==> src/rtl/mtsd_pkg.sv <==
package mtsd_pkg;

	// default sizes of the table
	localparam int TABLE_DEPTH_DEF = 64;
	localparam int COUNT_BITS_DEF  = 16;

	// fixed field widths
	localparam int SYM_BITS   = 8;
	localparam int TALLY_BITS = 16;
	localparam int TDATA_BITS = 24;   // symbol_out + tally, three whole bytes

	// command codes carried on s_tuser
	localparam logic CMD_RECORD = 1'b0;
	localparam logic CMD_DUMP   = 1'b1;

	// control broadcast to every table cell
	typedef struct packed {
		logic rec;      // apply a record of the latched symbol
		logic rotate;   // take the contents of the right neighbor
		logic hit_any;  // some occupied cell holds the symbol
	} tbl_ctl_t;

	// control broadcast to every sort cell
	typedef struct packed {
		logic insert;   // systolic insertion step
		logic shift;    // shift held entries toward cell zero
	} sort_ctl_t;

endpackage

==> src/rtl/mtsd_tbl_cell.sv <==
module mtsd_tbl_cell
	import mtsd_pkg::*;
#(
	parameter int COUNT_BITS = COUNT_BITS_DEF
) (
	input  logic                  clk,
	input  tbl_ctl_t              ctl,
	input  logic [SYM_BITS-1:0]   sym,
	input  logic                  occ,       // this cell holds an entry
	input  logic                  is_next,   // this cell is the next free entry
	input  logic [SYM_BITS-1:0]   nb_key,
	input  logic [COUNT_BITS-1:0] nb_cnt,
	output logic [SYM_BITS-1:0]   key,
	output logic [COUNT_BITS-1:0] cnt,
	output logic                  match
);

	logic [SYM_BITS-1:0]   key_q;
	logic [COUNT_BITS-1:0] cnt_q;

	assign key   = key_q;
	assign cnt   = cnt_q;
	assign match = occ && (key_q == sym);

	// rotate during a dump, else count a hit or claim a free entry
	always_ff @(posedge clk) begin
		if (ctl.rotate) begin
			key_q <= nb_key;
			cnt_q <= nb_cnt;
		end else if (ctl.rec) begin
			if (match) begin
				if (cnt_q != {COUNT_BITS{1'b1}}) begin
					cnt_q <= cnt_q + COUNT_BITS'(1);
				end
			end else if (is_next && !ctl.hit_any) begin
				key_q <= sym;
				cnt_q <= COUNT_BITS'(1);
			end
		end
	end

endmodule

==> config.mk <==
export PLATFORM = sky130hd
export DESIGN_NAME = mtsd_tbl_cell
export DESIGN_NICKNAME = d
export VERILOG_FILES = /design/src/rtl/mtsd_pkg.sv /design/src/rtl/mtsd_tbl_cell.sv
export SDC_FILE = /design/constraint.sdc
export NUM_CORES = 1
export LEC_CHECK = 0
export BUFFER_PORTS_ARGS = -buffer_cell sky130_fd_sc_hd__clkbuf_2
export CORE_MARGIN = 2
export CORE_UTILIZATION = 42
export CTS_CLUSTER_DIAMETER = 100
export DETAILED_ROUTE_END_ITERATION = 16
export PLACE_DENSITY_LB_ADDON = 0.1
export SETUP_SLACK_MARGIN = 0.02
export SLEW_MARGIN = 20
export SYNTH_ARGS = -nofsm -noshare
export SYNTH_HDL_FRONTEND = slang
export SYNTH_SLANG_ARGS = --single-unit
==> constraint.sdc <==
create_clock -name clk -period 2.2 [get_ports clk]
set_input_delay 0.22 -clock clk [delete_from_list [all_inputs] [get_ports clk]]
set_output_delay 0.22 -clock clk [all_outputs]
set_load 0.01 [all_outputs]
Yosys cells after proc, flatten, opt, wreduce, memory -nomap -nowiden
Cells that the tools add are included.
- add/subtract/negate cells: 1
- eq/ne operators: 4
- mux-type cells: 9
- reductions and logical operators: 8
- operator list (cell ; number):
    16-bit 2-to-1 mux ; 5
    8-bit 2-to-1 mux ; 4
    16-bit by 1-bit adder with 16-bit output (second input constant) ; 1
    16-bit inequality test (second input constant) ; 1
    8-bit equality test ; 1
    3-bit AND reduction ; 2
    2-bit nonzero test ; 2
    3-bit by 2-bit inequality test with 1-bit output (second input constant) ; 1
    3-bit nonzero test ; 1
    1-bit logical AND ; 2
    2-bit inequality test (second input constant) ; 1
    1-bit logical NOT ; 1
- register bits after elaboration: 24
- input bits: 38
- output and inout port bits: 25
- logic and storage cells: 24

Depth between registers and ports, before layout
Gate-level depths: netlist of run 1.
- depth in word-level cells: 6
- depth in mapped cells: 6
- mapped depth without buffers: 6

Least setup slack after synthesis of run 1
No wires, ideal clock.
- kind: register to register
- start point: register key_q[6], in the netlist key[6]
- end point: register cnt_q[0], in the netlist cnt[0] (enable)
- library setup time: 0.367 ns
- arrival: 1.919 ns
- data required time: 1.833 ns
- setup slack: -0.086 ns
- cell stages (with the launch flop): 7
- path buffers: 1
- period minus slack after synthesis: 2.286 ns
- cells stage by stage: edfxtp_1 > xnor2_1 > nand3_1 > or4_1 > buf_6 > mux2_4 > a21o_1
- cells in the longest elaborated chain, start to end: 4
- elaborated cells on any way between the ends: 5
- those cells by class: eq/ne: 2; reduce/logical: 3
- RTL lines (element ; RTL line ; text):
    start: declaration ; mtsd_tbl_cell.sv:18 ; logic [SYM_BITS-1:0] key_q;
    start signal: assignment ; mtsd_tbl_cell.sv:28 ; key_q <= nb_key;
    start signal: assignment ; mtsd_tbl_cell.sv:36 ; key_q <= sym;
    8-bit equality test * ; mtsd_tbl_cell.sv:23 ; assign match = occ && (key_q == sym);
    1-bit logical AND * ; mtsd_tbl_cell.sv:23 ;
    3-bit by 2-bit inequality test with 1-bit output (no line) / 3-bit nonzero test (equally long branches) ; n/a ;
    3-bit AND reduction (no line) * ; n/a ;
    end signal: assignment ; mtsd_tbl_cell.sv:29 ; cnt_q <= nb_cnt;
    end signal: assignment ; mtsd_tbl_cell.sv:33 ; cnt_q <= cnt_q + COUNT_BITS'(1);
    end: declaration ; mtsd_tbl_cell.sv:19 ; logic [COUNT_BITS-1:0] cnt_q;
Mark *: on every way between the ends. The rest lies on a longest branch, timed or not.
A chain may end at the register's enable or synchronous reset.

Final worst setup path of run 1
- start point: register key_q[2], in the netlist key[2]
- end point: register cnt_q[3], in the netlist cnt[3] (enable)
Same word-level chain as after synthesis.

==> results of run 1 <==
-- cells by family (layout without fill, tap and decap cells) --
group / Yosys count / count (layout)
simple gates: 41 / 41
mux: 9 / 9
buf+inv: 12 / 79
xor+xnor: 22 / 22
compound gates: 18 / 19
flops: 24 / 24
fa+ha+maj: 1 / 1
-- registers in the layout, indices dropped and copies added, names as in the netlist --
signal and cells:
cnt 16, key 8
-- synth_stat cells (all sizes together) --
master / count
xnor2: 13
and3: 1
edfxtp: 24
a31o: 1
ha: 1
nor3b: 1
o31ai: 15
nand4: 3
nand3: 8
nor3: 3
inv: 5
a21oi: 1
buf: 2
nor2b: 1
a21o: 1
nor2: 3
xor2: 9
nand2: 19
mux2: 9
and4: 1
clkbuf: 5
or4: 1
-- metrics by stage --
step / utilization (%) / std cells / TNS, ns / worst slack [ns] / hold WS [ns]
2_1_floorplan: - / 127 / 0 / 0.03854 / 0.4096
3_3_place_gp: 54.25 / 232 / 0 / 0.1298 / 0.4993
3_5_place_dp: 54.25 / 232 / 0 / 0.08812 / 0.5019
4_1_cts: 55.39 / 236 / 0 / 0.04662 / 0.1649
5_1_grt: 57.52 / 241 / -0.04197 / -0.004314 / 0.1791
6_report: 57.52 / 241 / 0 / 0.06898 / 0.1731
-- tightest hold or removal path: cells and delay by family --
| family | cells | cell delay [ns] |
|---|---|---|
| buffers and inverters | 1 | 0.07 |
| AOI/OAI and AO/OA | 1 | 0.05 |
| and+or+nand+nor | 1 | 0.04 |
-- cell usage in the layout (no fill, tap or decap), drive strengths merged --
master | netlist | layout
a21o | 1 | 2
a21oi | 1 | 1
a31o | 1 | 1
and3 | 1 | 1
and4 | 1 | 1
buf | 2 | 10
clkbuf | 5 | 64
clkinv | 0 | 1
edfxtp | 24 | 24
ha | 1 | 1
inv | 5 | 4
mux2 | 9 | 9
nand2 | 19 | 19
nand3 | 8 | 8
nand4 | 3 | 3
nor2 | 3 | 3
nor2b | 1 | 1
nor3 | 3 | 3
nor3b | 1 | 1
o31ai | 15 | 15
or4 | 1 | 1
xnor2 | 13 | 13
xor2 | 9 | 9
-- cell type report --
cell class	instances	area [um2]
multi-input cells	92	668.1
inverters	5	23.77
fillers	310	1395
well taps	46	57.56
clock buffers	3	22.52
flip-flops and latches	24	720.7
repair buffers	71	396.6
-- metal layers --
metal / wire (um) / vias to the layer above
met3: 178 / 4
met5: 0 / -
li1: - / 602
met2: 1481 / 39
met1: 1304 / 534
met4: 34 / 0
-- power groups by stage --
stage / registers [mW] / logic (mW) / clock network [mW]
final: 0.581 / 0.198 / 0.188
after global routing: 0.587 / 0.220 / 0.209
after CTS: 0.582 / 0.195 / 0.198
after detailed placement: 0.592 / 0.190 / 0
after global placement: 0.590 / 0.188 / 0
after floorplan: 0.605 / 0.0896 / 0
-- worst min-delay path by stage --
stage / from / endpoint / slack (ns) / depth (start not counted)
global placement: nb_cnt[6] / cnt[6] / 0.50 / 3
CTS: nb_cnt[11] / cnt[11] / 0.16 / 3
detailed placement: nb_cnt[11] / cnt[11] / 0.50 / 3
global route: nb_cnt[6] / cnt[6] / 0.18 / 3
finish: nb_cnt[11] / cnt[11] / 0.17 / 3
floorplan: nb_cnt[10] / cnt[10] / 0.41 / 2
-- what timing repair did --
item	CTS	global route
hold buffers	0	0
endpoints found under the setup margin	1	17
pin swaps	0	7
setup buffers	1	4
resized for setup	2	9
cloned	0	1
==> results by group, run 1 <==
Worst hold path
  • Worst hold path class: input pin to flip-flop

STA
  • Transition at the pin with the smallest max-transition slack: 0.8746 ns
  • Max-slew violation count: 0
  • Setup Viol. Count Final: 0
  • Unrepaired setup endpoints after global routing: true
  • F_max: 469.3 MHz
  • Final hold viol count: 0
  • Shortest period the worst path allows: 2.131 ns
  • Setup clock skew after layout: 0.003229 ns
  • Final worst-path cycle share: 96.86%
  • Worst slew margin: 41.70%

Route
  • First drt pass iteration count: 6
  • Routed Antenna Nets: 0
  • Remaining DRCs: 0
  • Via/cell ratio: 4.892
  • Detailed-route wire length: 2998 um
  • Starting DRT DRC Count: 16
  • Via count: 1179
  • Avg WL per Cell: 12.44 um

Place
  • Total half-perimeter wirelength after legalization and detailed placement: 2180 um
  • Final RePlAce weighted congestion: 0.7805
  • IO Port Bufs: 62
  • Placed inst area: 0.001782 mm2

Yosys
  • Fraction of the mapped netlist area in adder cells: 0.8865%
  • Cell taking the most area after synthesis: sky130_fd_sc_hd__edfxtp_1
  • Largest family of logic cells by synthesized area: simple AND/OR/NAND/NOR gates
  • Simple-gate portion of the synthesized area: 13.65%
  • Net count after synthesis: 166
  • Share of the synthesized netlist area taken by xor and xnor gates: 13.65%
  • Yosys warning count: 0
  • Post-synthesis sequential element count: 24
  • Area of the mapped netlist: 0.001411 mm2
  • Fraction of the yosys area taken by sequential cells: 51.06%
  • Share of cell area taken by muxes after synthesis: 7.447%
  • Compound-gate portion of the synthesized area: 9.486%
  • Portion of synthesized cell area occupied by the leading cell type: 51.06%
  • Syn avg cell area: 11.11 um2
  • Post-synth cell types: 24
  • Gate count of the mapped netlist: 127
  • Cell types occupying the most area after synthesis: sky130_fd_sc_hd__edfxtp_1 51%, sky130_fd_sc_hd__xnor2_1 8.1%, sky130_fd_sc_hd__o31ai_1 8.0%

Worst setup path
  • Worst path required time: 2.28 ns
  • Max Fanout on Critical Path: 8
  • Top cell family by delay on the critical path: simple AND/OR/NAND/NOR gates
  • Reg-to-reg endpoint: cnt[3]
  • Start-to-end type of the worst setup path: flip-flop to flip-flop
  • Crit path max-delay cell type: sky130_fd_sc_hd__or4_4
  • Cells traversed along the worst timing path: xnor2_1 > nand4_1 > or4_4 > mux2_4 > a21o_4
  • Start of the worst register-to-register path: key[2]
  • Element type at the critical path end: flip-flop
  • Worst setup path endpoint: cnt[3]
  • Cell count of the worst reg-to-reg path: 5
  • Worst Path Arrival: 2.21 ns
  • FF-to-FF setup slack: 0.07 ns
  • Logic depth of the worst setup path including buffers: 5
  • Startpoint types: flip-flop
  • Crit. Startpoint: key[2]
  • CP max stage delay: 0.58 ns
  • Buffers plus inverters on the worst setup path: 0

Global routing
  • Global routing usage summed across all routing layers: 15.29%
  • Global-route wire length before repair: 4333 um
  • Number of global-route vias before repair: 1040
  • GR Util met1: 19.53%
  • Initial antenna violation count: 0
  • Met3 usage: 2.692%
  • Global-route congestion overflow total: 0
  • Largest net degree at the start of global routing: 43
  • Most crowded layer after global routing: met2
  • Met2 Track Usage GR: 25.89%

Clocking
  • Number of CTS-inserted buffers: 3
  • Master cell of the clock root buffer: sky130_fd_sc_hd__clkbuf_4
  • Clock tree sinks: 24
  • Clock Tree Buf Depth: 2
  • Clock edge transition at the registers on the reported setup and hold paths: 0.12 ns
  • Clock latency at the later pin of the worst-skew pair: 0.31 ns
  • TritonCTS clock tree: built
  • H-tree depth: 1

Die
  • Starting Density: 42.97%
  • Height of the chip: 61.97 um
  • Io pins: 63
  • Core Footprint: 0.003284 mm2
  • Area of the die: 0.003840 mm2
  • Number of standard-cell rows in the floorplan: 21
  • Chip width: 61.97 um

Cells and area
  • Synth-to-layout area growth: 33.87%
  • Final Instance Area: 0.001889 mm2
  • ANT cells: 0
  • Layout cell share with drive strength beyond 1: 45.64%
  • Number of nets at the end of the flow: 236

Power and ir drop
  • Total internal power: 0.7137 mW
  • LEAKAGE: 0.7928 nW
  • Part of the power in registers: 60.1%
  • Max rail drop VDD: 266.6 uV
  • Proportion of power drawn by the clock network: 19.5%
  • Switching portion of total power: 26.15%
  • Portion of total power attributed to combinational logic: 20.4%
  • Net switching power: 0.2528 mW
  • Final total power: 0.9665 mW
  • Pwr Density: 511.5 mW/mm2

Job
  • Maximum capacitance violations: 0

Run status
  • Status: finished clean
Power figures use the tool's default switching activity.
==> run 2, diff against run 1 <==
--- a/config.mk
+++ b/config.mk
@@ -11,7 +11,7 @@
 export CTS_CLUSTER_DIAMETER = 100
 export DETAILED_ROUTE_END_ITERATION = 16
 export PLACE_DENSITY_LB_ADDON = 0.1
-export SETUP_SLACK_MARGIN = 0.02
+export SETUP_SLACK_MARGIN = 0.1
 export SLEW_MARGIN = 20
 export SYNTH_ARGS = -nofsm -noshare
 export SYNTH_HDL_FRONTEND = slang
==> run 2 against run 1 <==
Net effect: utilization up 1.4 points; clock skew about the same; cell area up 2.5%; sequential share of layout area down 0.91 points; non-clock buffer count down 1; largest power group unchanged; critical endpoint unchanged; total power up 2.8%; first-iteration DRC count up 100%.
==> results by group, run 2 (synthesis gave the netlist of run 1 again) <==
Worst setup path
  • Reg-to-reg endpoint: cnt[3]
  • Start-to-end type of the worst setup path: flip-flop to flip-flop
  • Cells traversed along the worst timing path: xnor2_1 > nand3_1 > or4_4 > mux2_4 > a21o_4
  • Max Fanout on Critical Path: 8 (unchanged)
  • Start of the worst register-to-register path: key[0]
  • Crit path max-delay cell type: sky130_fd_sc_hd__or4_4
  • Worst Path Arrival: 2.16 ns (-0.05 ns)
  • Worst path required time: 2.29 ns (about the same)
  • Element type at the critical path end: flip-flop
  • FF-to-FF setup slack: 0.12 ns (+0.05 ns)
  • Cell count of the worst reg-to-reg path: 5 (unchanged)
  • CP max stage delay: 0.58 ns (about the same)
  • Startpoint types: flip-flop

Clocking
  • Clock edge transition at the registers on the reported setup and hold paths: 0.13 ns (about the same)
  • Master cell of the clock root buffer: sky130_fd_sc_hd__clkbuf_4
  • TritonCTS clock tree: built
  • Clock tree sinks: 24 (unchanged)
  • CTS hold repair buffers: 0 (unchanged)
  • H-tree depth: 1 (unchanged)
  • Number of CTS-inserted buffers: 3 (unchanged)
  • Clock Tree Buf Depth: 2 (unchanged)
  • Clock latency at the later pin of the worst-skew pair: 0.32 ns (about the same)

Cells and area
  • Most frequent cells in the layout: 61 x sky130_fd_sc_hd__clkbuf_2, 24 x sky130_fd_sc_hd__edfxtp_1, 19 x sky130_fd_sc_hd__nand2_1
  • Most frequent standard cell in the layout excluding fill and tap cells: sky130_fd_sc_hd__clkbuf_2
  • Layout cell share with drive strength beyond 1: 50.26% (+4.6 points)
  • Synth-to-layout area growth: 37.15%
  • Max FFs per register: 16 (unchanged)
  • Number of nets at the end of the flow: 235 (-0.42%)
  • Final core utilization: 58.93% (+1.4 points)
  • ANT cells: 0 (unchanged)

STA
  • Max-slew violation count: 0 (unchanged)
  • Final hold viol count: 0 (unchanged)
  • Setup total negative slack: 0 ns (unchanged)
  • Transition at the pin with the smallest max-transition slack: 0.9758 ns (+0.1012 ns)
  • Final worst-path cycle share: 94.40% (-2.5 points)
  • Unrepaired setup endpoints after global routing: true
  • Setup Viol. Count Final: 0 (unchanged)
  • Worst slew margin: 34.95% (-6.7 points)
  • F_max: 481.5 MHz (+2.6%)
  • Setup clock skew after layout: 0.003368 ns (+0.0001391 ns)
  • Smallest hold slack: 0.1739 ns (+0.0007490 ns)
  • Shortest period the worst path allows: 2.077 ns (-0.05419 ns)

Route
  • First drt pass iteration count: 4 (-2)
  • Via count: 1184 (+0.42%)
  • Remaining DRCs: 0 (unchanged)
  • Starting DRT DRC Count: 32 (+16)
  • Avg WL per Cell: 12.66 um (+1.7%)
  • Detailed-route wire length: 3050 um (+1.7%)
  • Via/cell ratio: 4.913 (+0.42%)
  • Routed Antenna Nets: 0 (unchanged)

Die
  • Io pins: 63 (unchanged)
  • Area of the die: 0.003840 mm2 (unchanged)
  • Starting Density: 42.97% (unchanged)
  • Height of the chip: 61.97 um (unchanged)
  • Number of standard-cell rows in the floorplan: 21 (unchanged)
  • Core Footprint: 0.003284 mm2 (unchanged)
  • Chip width: 61.97 um (unchanged)

Global routing
  • Global-route wire length before repair: 4650 um (+7.3%)
  • Largest net degree at the start of global routing: 44 (+2.3%)
  • Initial antenna violation count: 0 (unchanged)
  • Global-route congestion overflow total: 0 (unchanged)
  • Global routing usage summed across all routing layers: 16.19% (+0.90 points)
  • Number of global-route vias before repair: 1112 (+6.9%)

Place
  • IO Port Bufs: 62 (unchanged)
  • Total half-perimeter wirelength after legalization and detailed placement: 2209 um (+1.3%)
  • Final RePlAce weighted congestion: 0.7543 (-3.4%)

Worst hold path
  • Depth of the worst hold-timing path: 3 (unchanged)
  • Hold-critical path endpoint: cnt[1]
  • Hold path startpoint: nb_cnt[1]
  • Worst hold path class: input pin to flip-flop

Power and ir drop
  • Max rail drop VDD: 452.5 uV (+70%)
  • Pwr Density: 513.1 mW/mm2 (+0.31%)
  • LEAKAGE: 0.8075 nW (+1.9%)
  • Final total power: 0.9932 mW (+2.8%)

Job
  • Maximum capacitance violations: 0 (unchanged)

Run status
  • Status: finished clean
==> run 2: through the flow <==
stage	cell area, um2	worst slack (ns)	cells
final	1936	0.1232	241
after global routing	1936	0.01165	241
after CTS	1862	0.04211	240
after detailed placement	1774	0.1007	231
after global placement	1774	0.1280	231
after floorplan	1419	0.05282	127
==> run 2: repair_timing <==
item                       CTS  global route
gates resized for setup      6            15
gates cloned                 1             0
buffers inserted             4             1
pin swaps                    6             7
setup endpoints to repair   17            37
==> run 2: worst max-delay path: cells and delay by family, from the launching register on <==
kind / cells / cell delay (ns)
simple gates: 2 / 0.67
compound gates: 1 / 0.25
flops: 1 / 0.43
mux: 1 / 0.34
xor+xnor: 1 / 0.16
==> run 2: how the worst max path moves through the flow <==
| stage | startpoint | end | slack [ns] | cells past startpoint |
|---|---|---|---|---|
| after CTS | key[2] | match | 0.04 | 6 |
| after detailed placement | key[0] | cnt[5] | 0.10 | 5 |
| after floorplan | key[6] | cnt[0] | 0.05 | 6 |
| after global routing | key[0] | cnt[0] | 0.01 | 7 |
| after global placement | key[0] | cnt[4] | 0.13 | 5 |
| final | key[0] | cnt[3] | 0.12 | 5 |
==> run 2: cell type report <==
| cell class | instances | area, um2 |
|---|---|---|
| clock buffers | 3 | 22.52 |
| repair buffers | 70 | 389.1 |
| multi-input cells | 92 | 718.2 |
| clock inverters | 1 | 3.754 |
| well taps | 46 | 57.56 |
| inverters | 5 | 23.77 |
| flip-flops and latches | 24 | 720.7 |
| fillers | 305 | 1349 |
==> run 2: per-layer routing <==
metal | wire length (um) | global-route usage, % | share of wire (%) | vias to the layer above
li1 | - | - | - | 600
met5 | 0 | 0 | 0 | -
met4 | 21 | 2.736 | 0.69 | 0
met1 | 1312 | 19.79 | 43 | 546
met3 | 163 | 4.348 | 5.3 | 2
met2 | 1552 | 28.87 | 51 | 36
==> run 2: power breakdown <==
group	leakage [nW]	total, mW	internal (mW)	switching (mW)
sequential	0.245	0.582	0.548	0.0338
clock	0.0154	0.202	0.0664	0.135
combinational	0.547	0.209	0.108	0.101
total	0.808	0.993	0.723	0.271
