<file path="src/rtl/mtsd_pkg.sv">
package mtsd_pkg;

	// default sizes of the table
	localparam int TABLE_DEPTH_DEF = 64;
	localparam int COUNT_BITS_DEF  = 16;

	// fixed field widths
	localparam int SYM_BITS   = 8;
	localparam int TALLY_BITS = 16;
	localparam int TDATA_BITS = 24;   // symbol_out + tally, three whole bytes

	// command codes carried on s_tuser
	localparam logic CMD_RECORD = 1'b0;
	localparam logic CMD_DUMP   = 1'b1;

	// control broadcast to every table cell
	typedef struct packed {
		logic rec;      // apply a record of the latched symbol
		logic rotate;   // take the contents of the right neighbor
		logic hit_any;  // some occupied cell holds the symbol
	} tbl_ctl_t;

	// control broadcast to every sort cell
	typedef struct packed {
		logic insert;   // systolic insertion step
		logic shift;    // shift held entries toward cell zero
	} sort_ctl_t;

endpackage

</file>
<file path="src/rtl/mtsd_sort_cell.sv">
module mtsd_sort_cell
	import mtsd_pkg::*;
#(
	parameter int COUNT_BITS = COUNT_BITS_DEF
) (
	input  logic                  clk,
	input  logic                  arst_n,
	input  sort_ctl_t             ctl,
	// entry arriving from the left
	input  logic                  in_valid,
	input  logic [SYM_BITS-1:0]   in_key,
	input  logic [COUNT_BITS-1:0] in_cnt,
	// held entry of the right neighbor
	input  logic                  nb_valid,
	input  logic [SYM_BITS-1:0]   nb_key,
	input  logic [COUNT_BITS-1:0] nb_cnt,
	// held entry
	output logic                  hold_valid,
	output logic [SYM_BITS-1:0]   hold_key,
	output logic [COUNT_BITS-1:0] hold_cnt,
	// entry passed on to the right
	output logic                  fwd_valid,
	output logic [SYM_BITS-1:0]   fwd_key,
	output logic [COUNT_BITS-1:0] fwd_cnt
);

	logic                  hv_q;
	logic [SYM_BITS-1:0]   hk_q;
	logic [COUNT_BITS-1:0] hc_q;
	logic                  fv_q;
	logic [SYM_BITS-1:0]   fk_q;
	logic [COUNT_BITS-1:0] fc_q;

	assign hold_valid = hv_q;
	assign hold_key   = hk_q;
	assign hold_cnt   = hc_q;
	assign fwd_valid  = fv_q;
	assign fwd_key    = fk_q;
	assign fwd_cnt    = fc_q;

	// valid flags
	always_ff @(posedge clk or negedge arst_n) begin
		if (!arst_n) begin
			hv_q <= 1'b0;
			fv_q <= 1'b0;
		end else if (ctl.shift) begin
			hv_q <= nb_valid;
			fv_q <= 1'b0;
		end else if (ctl.insert && in_valid) begin
			hv_q <= 1'b1;
			fv_q <= hv_q;
		end else begin
			fv_q <= 1'b0;
		end
	end

	// payload: keep the larger count, equal counts keep the earlier entry
	always_ff @(posedge clk) begin
		if (ctl.shift) begin
			hk_q <= nb_key;
			hc_q <= nb_cnt;
		end else if (ctl.insert && in_valid) begin
			if (!hv_q) begin
				hk_q <= in_key;
				hc_q <= in_cnt;
			end else if (in_cnt > hc_q) begin
				hk_q <= in_key;
				hc_q <= in_cnt;
				fk_q <= hk_q;
				fc_q <= hc_q;
			end else begin
				fk_q <= in_key;
				fc_q <= in_cnt;
			end
		end
	end

endmodule

</file>
<file path="config.mk">
export PLATFORM = sky130hd
export DESIGN_NAME = mtsd_sort_cell
export DESIGN_NICKNAME = d
export VERILOG_FILES = /design/src/rtl/mtsd_pkg.sv /design/src/rtl/mtsd_sort_cell.sv
export SDC_FILE = /design/constraint.sdc
export NUM_CORES = 1
export LEC_CHECK = 0
export ABC_AREA = 1
export BUFFER_PORTS_ARGS = -buffer_cell sky130_fd_sc_hd__buf_2
export CELL_PAD_IN_SITES_DETAIL_PLACEMENT = 1
export CELL_PAD_IN_SITES_GLOBAL_PLACEMENT = 1
export CORE_AREA = 2 2 87 89
export CTS_CLUSTER_DIAMETER = 30
export CTS_CLUSTER_SIZE = 20
export DETAILED_ROUTE_END_ITERATION = 10
export DIE_AREA = 0 0 89 91
export PLACE_DENSITY_LB_ADDON = 0.05
export SETUP_SLACK_MARGIN = 0.15
export SYNTH_ARGS = -nofsm -noshare
export SYNTH_HDL_FRONTEND = slang
export SYNTH_SLANG_ARGS = --single-unit
</file>
<file path="constraint.sdc">
create_clock -name clk -period 7.7 [get_ports clk]
set_clock_uncertainty 0.2 [all_clocks]
set_input_delay 1.155 -clock clk [delete_from_list [all_inputs] [get_ports clk]]
set_output_delay 1.155 -clock clk [all_outputs]
set_load 0.005 [all_outputs]
</file>
# After elaboration in Yosys (flattened, before gate mapping)
# Index checks and enable logic that the tools add are counted.
# W data, S select, Z words.
# op_classes
bitwise_logic	1
magnitude_cmp	1
n_reduce_logical	4
muxes	14
n_addsub	0
div_mod_pow	0
eq_ne	1
shift	0
n_mul	0
# ops
cell	count
$mux W16	5
$mux W8	5
$gt A16 B16 Y1	1
$mux W1	4
$ne A3 B2 Y1 const B	1
$reduce_and A3 Y1	1
$reduce_and A2 Y1	1
$reduce_bool A2 Y1	1
$logic_and A1 B1 Y1	1
$not A1 Y1	1
# totals
word_cells	27
input_bits	54
ff_bits	50
out_inout_bits	50
latch_bits	0
memories	0
ramBits	0
romBits	0

# Depth between registers and ports, before layout
# Gate-level depths: netlist of the first run.
# depth
word_depth	5
depth_mapped	15
ltp_nobuf	14

# Worst setup path after synthesis of the first run
# OpenSTA, ideal clock, no wires.
# synth_timing
path_kind	in2reg
startpoint	input ctl[0] (netlist bit)
endpoint	register fc_q[0] (netlist: fwd_cnt[0]) (enable)
path_buffers	1
slack_ns	4.000
path_stages	2
arrival_time_ns	3.064
setup_time_ns	0.435
required_ns	7.065
cell_sequence	clkbuf_1 -> nor3_1
# synth_between
elab_chain_len	2
# synth_lines
item	line	source
start, declared	mtsd_sort_cell.sv:8	input sort_ctl_t ctl,
$not A1 Y1 (no line)	--	
$reduce_and A3 Y1 (no line)	--	
end signal, assigned	mtsd_sort_cell.sv:70	fc_q <= hc_q;
end signal, assigned	mtsd_sort_cell.sv:73	fc_q <= in_cnt;
end, declared	mtsd_sort_cell.sv:32	logic [COUNT_BITS-1:0] fc_q;
# Every way passes these cells.
# A chain may end at the register's enable or synchronous reset.

# Final worst setup path of the first run
# layout_timing
startpoint	input in_cnt[15]
endpoint	register hc_q[4] (netlist: hold_cnt[4]) (enable)
# layout_between
elab_chain_len	3
# layout_lines
item	line	source
start, declared	mtsd_sort_cell.sv:12	input logic [COUNT_BITS-1:0] in_cnt,
$gt A16 B16 Y1	mtsd_sort_cell.sv:66	end else if (in_cnt > hc_q) begin
$ne A3 B2 Y1 (no line)	--	
$reduce_and A2 Y1 (no line)	--	
end signal, assigned	mtsd_sort_cell.sv:61	hc_q <= nb_cnt;
end signal, assigned	mtsd_sort_cell.sv:65	hc_q <= in_cnt;
end signal, assigned	mtsd_sort_cell.sv:68	hc_q <= in_cnt;
end, declared	mtsd_sort_cell.sv:29	logic [COUNT_BITS-1:0] hc_q;
# Every way passes these cells.

==> results of run 1 <==
worst paths after layout:
check / startpoint / depth (start not counted) / endpoint / slack (ns)
max: in_cnt[15] / 8 / hold_cnt[4] / 4.10
min: hold_key[7] / 2 / fwd_key[7] / 0.39
min in group asynchronous: arst_n / 1 / hold_valid / 0.40
min reg2reg: hold_key[7] / 2 / fwd_key[7] / 0.39
max in group asynchronous: arst_n / 1 / fwd_valid / 6.81
max reg2reg: hold_cnt[15] / 8 / hold_cnt[4] / 4.63
layout by cell type (no fill, tap or decap):
cell type    n
nor3_1       1
a21oi_1      6
nand4_1      1
a21o_1       1
nand3_2      1
ha_1        16
clkbuf_8     5
clkbuf_1     1
edfxtp_1    48
nand2_4      2
nor3_2       2
o21ai_0      4
clkinv_4     1
dfrtp_1      2
bufinv_16    1
inv_1       23
nand3_1     25
buf_4        1
buf_2      103
a21oi_4      1
nor2_1       6
nand2_1    136
registers in the layout (all words and copies together) (netlist names):
name and flops:
fwd_valid 1, hold_cnt 16, fwd_key 8, hold_key 8, fwd_cnt 16, hold_valid 1
cells by family after synthesis:
logic type | share of synthesized area
flip-flops | 0.5682
AO/OA/AOI/OAI | 0.02526
adder cells (fa/ha/maj) | 0.07626
AND/OR/NAND/NOR | 0.2731
buffers and inverters | 0.05720
tightest hold or removal path, stage by stage, from the launching register on:
cell      delay (ns)
edfxtp_1        0.36
nand3_1         0.07
nand2_1         0.06
where the power goes:
group	leakage, nW	internal, mW	switching (mW)
Combinational	1.16	0.0530	0.0850
Clock	0.0554	0.0978	0.0949
Sequential	0.483	0.329	0.0109
Total	1.70	0.480	0.191
metal layers:
layer	share of wire	global-route usage	vias to the layer above	wire, µm
met4	0.018	0.06841	0	124
li1	-	-	1130	-
met1	0.45	0.2312	1047	3110
met3	0.051	0.03000	10	353
met2	0.48	0.2910	65	3287
met5	0	0	-	0
per-stage QoR:
stage	util	total power [mW]	hold slack [ns]	worst slack [ns]
global route	0.4669	0.7049	0.3980	3.897
global placement	0.4513	0.4846	0.3485	3.750
finish	0.4669	0.6706	0.3896	4.100
detailed placement	0.4513	0.4892	0.3717	3.719
floorplan	-	0.4309	0.3555	4.000
CTS	0.4669	0.6793	0.3938	4.026
final cells by class:
class | count | area (µm²)
multi-input cells | 202 | 996.0
well taps | 99 | 123.9
clock inverters | 2 | 38.79
clock buffers | 6 | 72.57
inverters | 23 | 86.33
repair buffers | 104 | 523.0
flip-flops and latches | 50 | 1491
fillers | 919 | 3805
==> results by group, run 1 <==
Run status
  – Outcome: finished clean

GRT
  – Vias in the first global route: roughly 2300
  – Largest net degree at the start of global routing: 31
  – Grt total ovfl: 0
  – Initial antenna violation count: 0
  – First-pass GRT wire length: 11.11 mm
  – Gr usage total: 0.1774

Synth
  – Syn nets: around 360
  – Yosys top cell by area: edfxtp_1
  – Post-synth EDFFs: 48
  – FF+latch count, synth: 50
  – Sequential share of the synthesized area: 0.5682
  – Post-synth ARST share: 0.04000
  – Largest cells by area after synthesis: edfxtp_1 (55%), nand2_1 (19%), ha_1 (7.6%)
  – Synthesized cell area: 2625 µm²
  – Post-synth top flop: edfxtp_1
  – Top-count cell post-synth: nand2_1
  – Netlist cell types: 20
  – Synth Warn #: 0
  – Post-Synthesis Cells: 286
  – Commonest cells in the netlist: nand2_1 (136), edfxtp_1 (48), nand3_1 (25)
  – Mean post-synth cell area: 9.178 µm²
  – Synth top area share: 0.5491

Finish
  – Diodes inserted: 0
  – Share of cells above drive strength 1: 0.3023
  – Design Area, Final: 3332 µm²
  – Nets: 456
  – Finished Layout Cells: 486
  – Area growth from synthesis to layout: 26.93%

Clock tree
  – TritonCTS buffer count: 5
  – Clk sinks: 50
  – H-tree depth: 2
  – Worst skew pair latency: 0.31 ns
  – Post-cts sizing count: 0
  – Root Buffer: clkbuf_8
  – Clock tree buffer depth: 2
  – # hold bufs at CTS: 0
  – Postcts setup bufs: 0
  – CTS tree: done
  – Clk slew on worst S/H paths: 0.10 ns

Worst setup path
  – Worst path required time: around 7.4 ns
  – CP max-delay cell: a21oi_4
  – Worst path bufs/invs: 1
  – Element type at the critical path start: input pin
  – Worst-path cell chain: buf_2 -> ha_1 -> nand2_1 -> nor3_2 -> nand2_1 -> nand2_4 -> nand2_4 -> a21oi_4
  – Slowest stage delay, CP: 0.77 ns
  – Crit path max fanout: 25
  – Critical Path AT: between 3 and 4 ns
  – Critical path class: input pin to flip-flop
  – Family with the most delay on the worst path: simple AND/OR/NAND/NOR gates
  – Critical Path End Type: flip-flop

Power and ir drop
  – P_leak: about 1.7 nW
  – VDD IR max: 0.08257 mV
  – Power per cell area: 201.3 nW/µm²

Drt
  – Total Routed Length: a little under 7 mm
  – Routed len/inst: 14.15 µm
  – Via count: 2252
  – Drt drc: 0
  – Drt first pass iters: 4
  – DRT iter0 DRCs: 55
  – DR vias/cell: 4.634
  – Final ANT Viol Nets: 0

Placement
  – Port Buffers: about 100
  – Routability Congestion: ~0.71
  – Hpwl dp: 4.902 mm
  – Post-Place Cells: 478
  – Placed Area: 3221 µm²

Floorplan
  – Die width: 89 µm
  – CORE AREA: 7137 µm²
  – Io pins: 104
  – Initial Util: 0.3678
  – Die area: 8099 µm²
  – Num rows: 31
  – Die Span Y: between 90 and 100 µm

Timing
  – Relative slew slack: 0.4159
  – Period utilization: 0.4675
  – Hold Fails Final Rpt: 0
  – Tmin final: between 3 and 4 ns
  – Max Slew Vio Count: 0
  – Max Freq: 277.8 MHz
  – RSZ-0062 raised after global routing: no
  – Sum of negative setup slack: 0 ns
  – Final setup vio count: 0
  – Slew @ Worst Pin: a little under 0.9 ns

Hold path
  – Hold crit path type: flip-flop to flip-flop

Flow run
  – Max-cap violations: 0
No activity file was read; power rests on OpenSTA's default activity.
==> run 2: changes to the inputs <==
- CORE_AREA: 2 2 87 89 -> 2 2 94 96
- DIE_AREA: 0 0 89 91 -> 0 0 96 98
- clock period: 7.7 -> 3.3 ns (I/O delays scaled with it)
==> run 2 against run 1 <==
Net effect: sequential power is 130% higher; final cell count is 3.3% higher; clock power grew to 2.7 times the previous value; final area is 3.0% higher; critical path depth is 1 higher; worst setup slack worse by 3.4 ns; sequential share of layout area is 1.3 points lower; via count is 3.0% higher.
==> results by group, run 2 (synthesis gave the netlist of run 1 again) <==
Drt
  – Drt first pass iters: 5
  – Final ANT Viol Nets: 0
  – DRT iter0 DRCs: 74
  – Total Routed Length: 7.499 mm
  – Routed len/inst: between 10 and 15 µm
  – DR vias/cell: 4.620
  – Via count: 2319
  – Drt drc: 0

Timing
  – Tmin final: 2.603 ns
  – Sum of negative setup slack: 0 ns
  – Hold Fails Final Rpt: 0
  – RSZ-0062 raised after global routing: no
  – Max Slew Vio Count: 0
  – Slew @ Worst Pin: roughly 0.36 ns
  – Relative slew slack: 0.7618
  – Max Freq: 384.2 MHz
  – Final setup vio count: 0
  – Period utilization: 0.7888

Clock tree
  – Clk slew on worst S/H paths: ~0.10 ns
  – TritonCTS buffer count: 5
  – # hold bufs at CTS: 1
  – Root Buffer: clkbuf_8
  – Clk sinks: 50
  – Clock tree buffer depth: 2
  – Worst skew pair latency: 0.30 ns
  – Postcts setup bufs: 0
  – CTS tree: done
  – Post-cts sizing count: 0
  – H-tree depth: 2

GRT
  – First-pass GRT wire length: 12.04 mm
  – Initial antenna violation count: 0
  – Gr usage total: 0.1689
  – Largest net degree at the start of global routing: 26
  – Vias in the first global route: about 2400
  – Grt total ovfl: 0

Worst setup path
  – Critical Path AT: 2.42 ns
  – Element type at the critical path start: flip-flop
  – Critical path class: flip-flop to flip-flop
  – RR Endpoint: hold_cnt[1]
  – Worst reg-to-reg setup slack: between 0.6 and 0.7 ns
  – R2r worst-path depth: 9
  – Worst path required time: ~3.1 ns
  – Reg-to-Reg Start: hold_cnt[11]
  – Critical Path End Type: flip-flop
  – Crit path max fanout: 25

Hold path
  – Hold crit path type: input pin to flip-flop
  – Hold path cells: 3
  – Endpoint, Worst Hold: hold_valid
  – Worst Min Path Start: nb_valid

Finish
  – Area growth from synthesis to layout: 30.74%
  – Fillers: roughly 1000
  – Diodes inserted: 0
  – Most frequent cells in the layout: nand2_1 (136), buf_2 (103), edfxtp_1 (48)
  – Nets: around 460
  – Commonest non-fill, non-tap cell in the layout: nand2_1
  – Share of cells above drive strength 1: 0.3122

Run status
  – Outcome: finished clean

Floorplan
  – Io pins: 104
  – Die width: ~96 µm
  – CORE AREA: 8466 µm²
  – Die Span Y: between 90 and 100 µm
  – Initial Util: 0.3101
  – Die area: 9408 µm²
  – Num rows: 34

Flow run
  – Max-cap violations: 0

Placement
  – Hpwl dp: 5.414 mm
  – Port Buffers: 103
  – Routability Congestion: 0.7291

Power and ir drop
  – Power per cell area: 481.2 nW/µm²
  – VDD IR max: 0.1867 mV
  – Overall Power: 1.651 mW
  – P_leak: 1.748 nW
==> run 2: cell count changes in the layout (fill, tap and decap cells not counted), sizes merged <==
| cell | change |
|---|---|
| bufinv | +1 |
| buf | +6 |
| clkbuf | -1 |
| dlygate4sd3 | +1 |
==> run 2: worst max-delay path by stage <==
stage,from,endpoint,slack (ns),depth (start not counted)
2_1_floorplan,ctl[0],fwd_cnt[0],0.26,2
3_3_place_gp,in_cnt[15],hold_cnt[3],0.52,9
3_5_place_dp,in_cnt[11],hold_cnt[0],0.49,9
4_1_cts,hold_cnt[7],hold_cnt[15],0.67,11
5_1_grt,hold_cnt[7],hold_cnt[15],0.52,11
6_report,hold_cnt[11],hold_cnt[1],0.70,9
==> run 2: cell type report <==
class                      instances  area (µm²)  share of cell area
timing repair buffer             111       590.6              0.1721
inverter                          23       86.33             0.02515
tap                              108       135.1             0.03937
sequential                        50        1491              0.4346
clock inverter                     3       63.81             0.01859
multi-input combinational        202       996.0              0.2902
clock buffer                       5       68.82             0.02005
==> run 2: critical path, cell delays in order (launching register included) <==
cell and delay, ns:
edfxtp_1 0.40, inv_1 0.06, ha_1 0.31, nand4_1 0.13
nor3_2 0.17, nand2_1 0.12, nand2_4 0.08, nand2_4 0.20
a21oi_4 0.39, buf_12 0.21
==> run 2: metal layers <==
layer / global-route usage / share of wire / up-vias / wire [µm]
met3: 0.03627 / 0.053 / 6 / 396
met5: 0 / 0 / - / 0
met2: 0.2885 / 0.50 / 63 / 3755
met1: 0.2193 / 0.44 / 1101 / 3281
met4: 0.03297 / 0.0088 / 0 / 66
li1: - / - / 1149 / -
==> run 2: where the power goes <==
| group | total (mW) | internal, mW | switching, mW | leakage, nW |
|---|---|---|---|---|
| clock network | 0.516 | 0.300 | 0.215 | 0.0658 |
| logic | 0.343 | 0.135 | 0.208 | 1.20 |
| registers | 0.792 | 0.767 | 0.0254 | 0.483 |
==> run 2: stage by stage <==
step	instance area, µm²	worst slack, ns	util	hold WS [ns]	instances
finish	3432	0.6969	0.4054	0.2300	502
global route	3432	0.5185	0.4054	0.2579	502
CTS	3432	0.6661	0.4054	0.2252	502
detailed placement	3289	0.4891	0.3886	0.08430	493
global placement	3289	0.5180	0.3886	0.08140	493
floorplan	2625	0.2603	-	-0.0005910	286
==> run 3: changes to the inputs <==
- clock period: 3.3 -> 2.3 ns (I/O delays scaled with it)
==> run 3 against run 2 <==
Net effect: critical path depth grew 3; fmax grew 16%; critical path type unchanged; largest power group unchanged; count of clock-buffer cells in the layout is 1 higher; worst hold slack got worse by 0.13 ns.
==> results by group, run 3 (synthesis gave the netlist of run 1 again) <==
Finish
  – Area growth from synthesis to layout: 48.14%
  – Final core occ: 0.4594
  – Commonest non-fill, non-tap cell in the layout: nand2_1
  – Multi-input gate area: 1167 µm²
  – Reg area: roughly 1500 µm²
  – Diodes inserted: 0
  – Most frequent cells in the layout: nand2_1 (127), buf_2 (103), edfxtp_1 (48)
  – Nets: 497
  – Fillers: 1037
  – Share of cells above drive strength 1: 0.4299

Floorplan
  – Die Span Y: ~98 µm
  – Num rows: 34
  – Io pins: between 100 and 150
  – Die area: between 9000 and 10000 µm²
  – CORE AREA: about 8500 µm²
  – Initial Util: 0.3101
  – Die width: 96 µm

Drt
  – Final ANT Viol Nets: 0
  – Drt first pass iters: 4
  – DR vias/cell: around 4.6
  – Drt drc: 0
  – Routed len/inst: 15.56 µm
  – Via count: 2465
  – Total Routed Length: 8.341 mm
  – DRT iter0 DRCs: 50

Hold path
  – Hold path cells: 3
  – Hold crit path type: input pin to flip-flop
  – Worst Min Path Start: nb_valid
  – Endpoint, Worst Hold: hold_valid

Timing
  – Relative slew slack: 0.7188
  – Worst setup margin: 0.06114 ns
  – Max Freq: 446.7 MHz
  – Hold Fails Final Rpt: 0
  – Final setup vio count: 0
  – Sum of negative setup slack: 0 ns
  – Tmin final: around 2.2 ns
  – Max Slew Vio Count: 0
  – Min Hold Slack: between 0.09 and 0.1 ns
  – Period utilization: 0.9734
  – Slew @ Worst Pin: roughly 0.42 ns
  – RSZ-0062 raised after global routing: yes

Worst setup path
  – Crit path max fanout: 5
  – Worst path required time: 2.13 ns
  – Critical path class: flip-flop to flip-flop
  – Reg-to-Reg Start: hold_cnt[5]
  – R2r worst-path depth: 12
  – Critical Path End Type: flip-flop
  – Critical Path AT: 2.07 ns
  – Worst reg-to-reg setup slack: 0.06 ns
  – RR Endpoint: hold_cnt[14]
  – Element type at the critical path start: flip-flop

Power and ir drop
  – Reg power frac: 0.479
  – Psw: ~0.72 mW
  – VDD IR max: 0.2455 mV
  – Clock power frac: 0.219
  – Int Pwr: 1.650 mW
  – Power per cell area: 608.5 nW/µm²
  – P_leak: just under 2 nW
  – Combinational power share: 0.303
  – Switching share of total power: 0.3027

Placement
  – Routability Congestion: 0.8039
  – Hpwl dp: 5.584 mm
  – Post-Place Worst Slack: a little over 0.05 ns
  – Port Buffers: 103

Clock tree
  – Clk slew on worst S/H paths: 0.10 ns
  – H-tree depth: 2
  – Worst skew pair latency: 0.31 ns
  – Clk sinks: 50
  – Root Buffer: clkbuf_8
  – TritonCTS buffer count: 5
  – Clock tree buffer depth: 2
  – CTS tree: done

Run status
  – Outcome: finished clean

Flow run
  – Max-cap violations: 0

GRT
  – Initial antenna violation count: 0
  – Vias in the first global route: 2523
  – Largest net degree at the start of global routing: 25
  – Gr usage total: 0.1778
  – Grt total ovfl: 0
  – First-pass GRT wire length: 12.59 mm
==> run 3: repair_timing <==
action / in CTS / in global routing
setup endpoints to repair: 30 / 48
setup buffers: 16 / 10
hold buffers: 1 / 0
gates cloned: 2 / 1
gates resized for setup: 13 / 22
endpoints found under the hold margin: 2 / 0
pin swaps: 1 / 5
==> run 3: how the worst max path moves through the flow <==
stage | startpoint | to
after floorplan | hold_cnt[14] | hold_cnt[0]
after global placement | in_cnt[14] | hold_cnt[2]
after detailed placement | in_cnt[9] | fwd_cnt[8]
after CTS | hold_cnt[10] | hold_cnt[12]
after global routing | hold_cnt[1] | hold_key[5]
final | hold_cnt[5] | hold_cnt[14]
==> run 3: power groups by stage <==
stage	registers (mW)	logic [mW]	clock network, mW
5_1_grt	1.14	0.802	0.576
2_1_floorplan	1.16	0.293	0
4_1_cts	1.13	0.639	0.537
3_3_place_gp	1.16	0.524	0
3_5_place_dp	1.16	0.538	0
6_report	1.13	0.716	0.518
==> run 3: cell type report <==
type                       count  share of cell area
sequential                    50              0.3835
multi-input combinational    202              0.3002
timing repair buffer         145              0.2384
tap                          108             0.03475
inverter                      23             0.02220
clock buffer                   6             0.01866
clock inverter                 2            0.002252
==> run 3: critical path, stage by stage, from the launching register on <==
cell and delay (ns):
edfxtp_1 0.40, inv_2 0.06, ha_4 0.26, nand2_1 0.09, nor2_4 0.12, nand2_2 0.08
nand2_2 0.07, nand2_2 0.06, nand2_4 0.07, nand2_4 0.06, a21oi_4 0.19, buf_6 0.16
clkbuf_16 0.14
==> run 3: metrics by stage <==
stage | power (mW) | instance area, µm² | std cells
after floorplan | 1.455 | 2668 | 286
after global routing | 2.518 | 3889 | 536
after detailed placement | 1.698 | 3363 | 498
after global placement | 1.683 | 3363 | 498
after CTS | 2.308 | 3682 | 525
final | 2.366 | 3889 | 536
==> run 3: metal layers <==
layer  up-vias  share of wire  track usage
li1       1221              -            -
met1      1179           0.43       0.2264
met2        61           0.52       0.3061
met3         4          0.041      0.03472
met4         0         0.0078      0.04396
met5         -              0            0
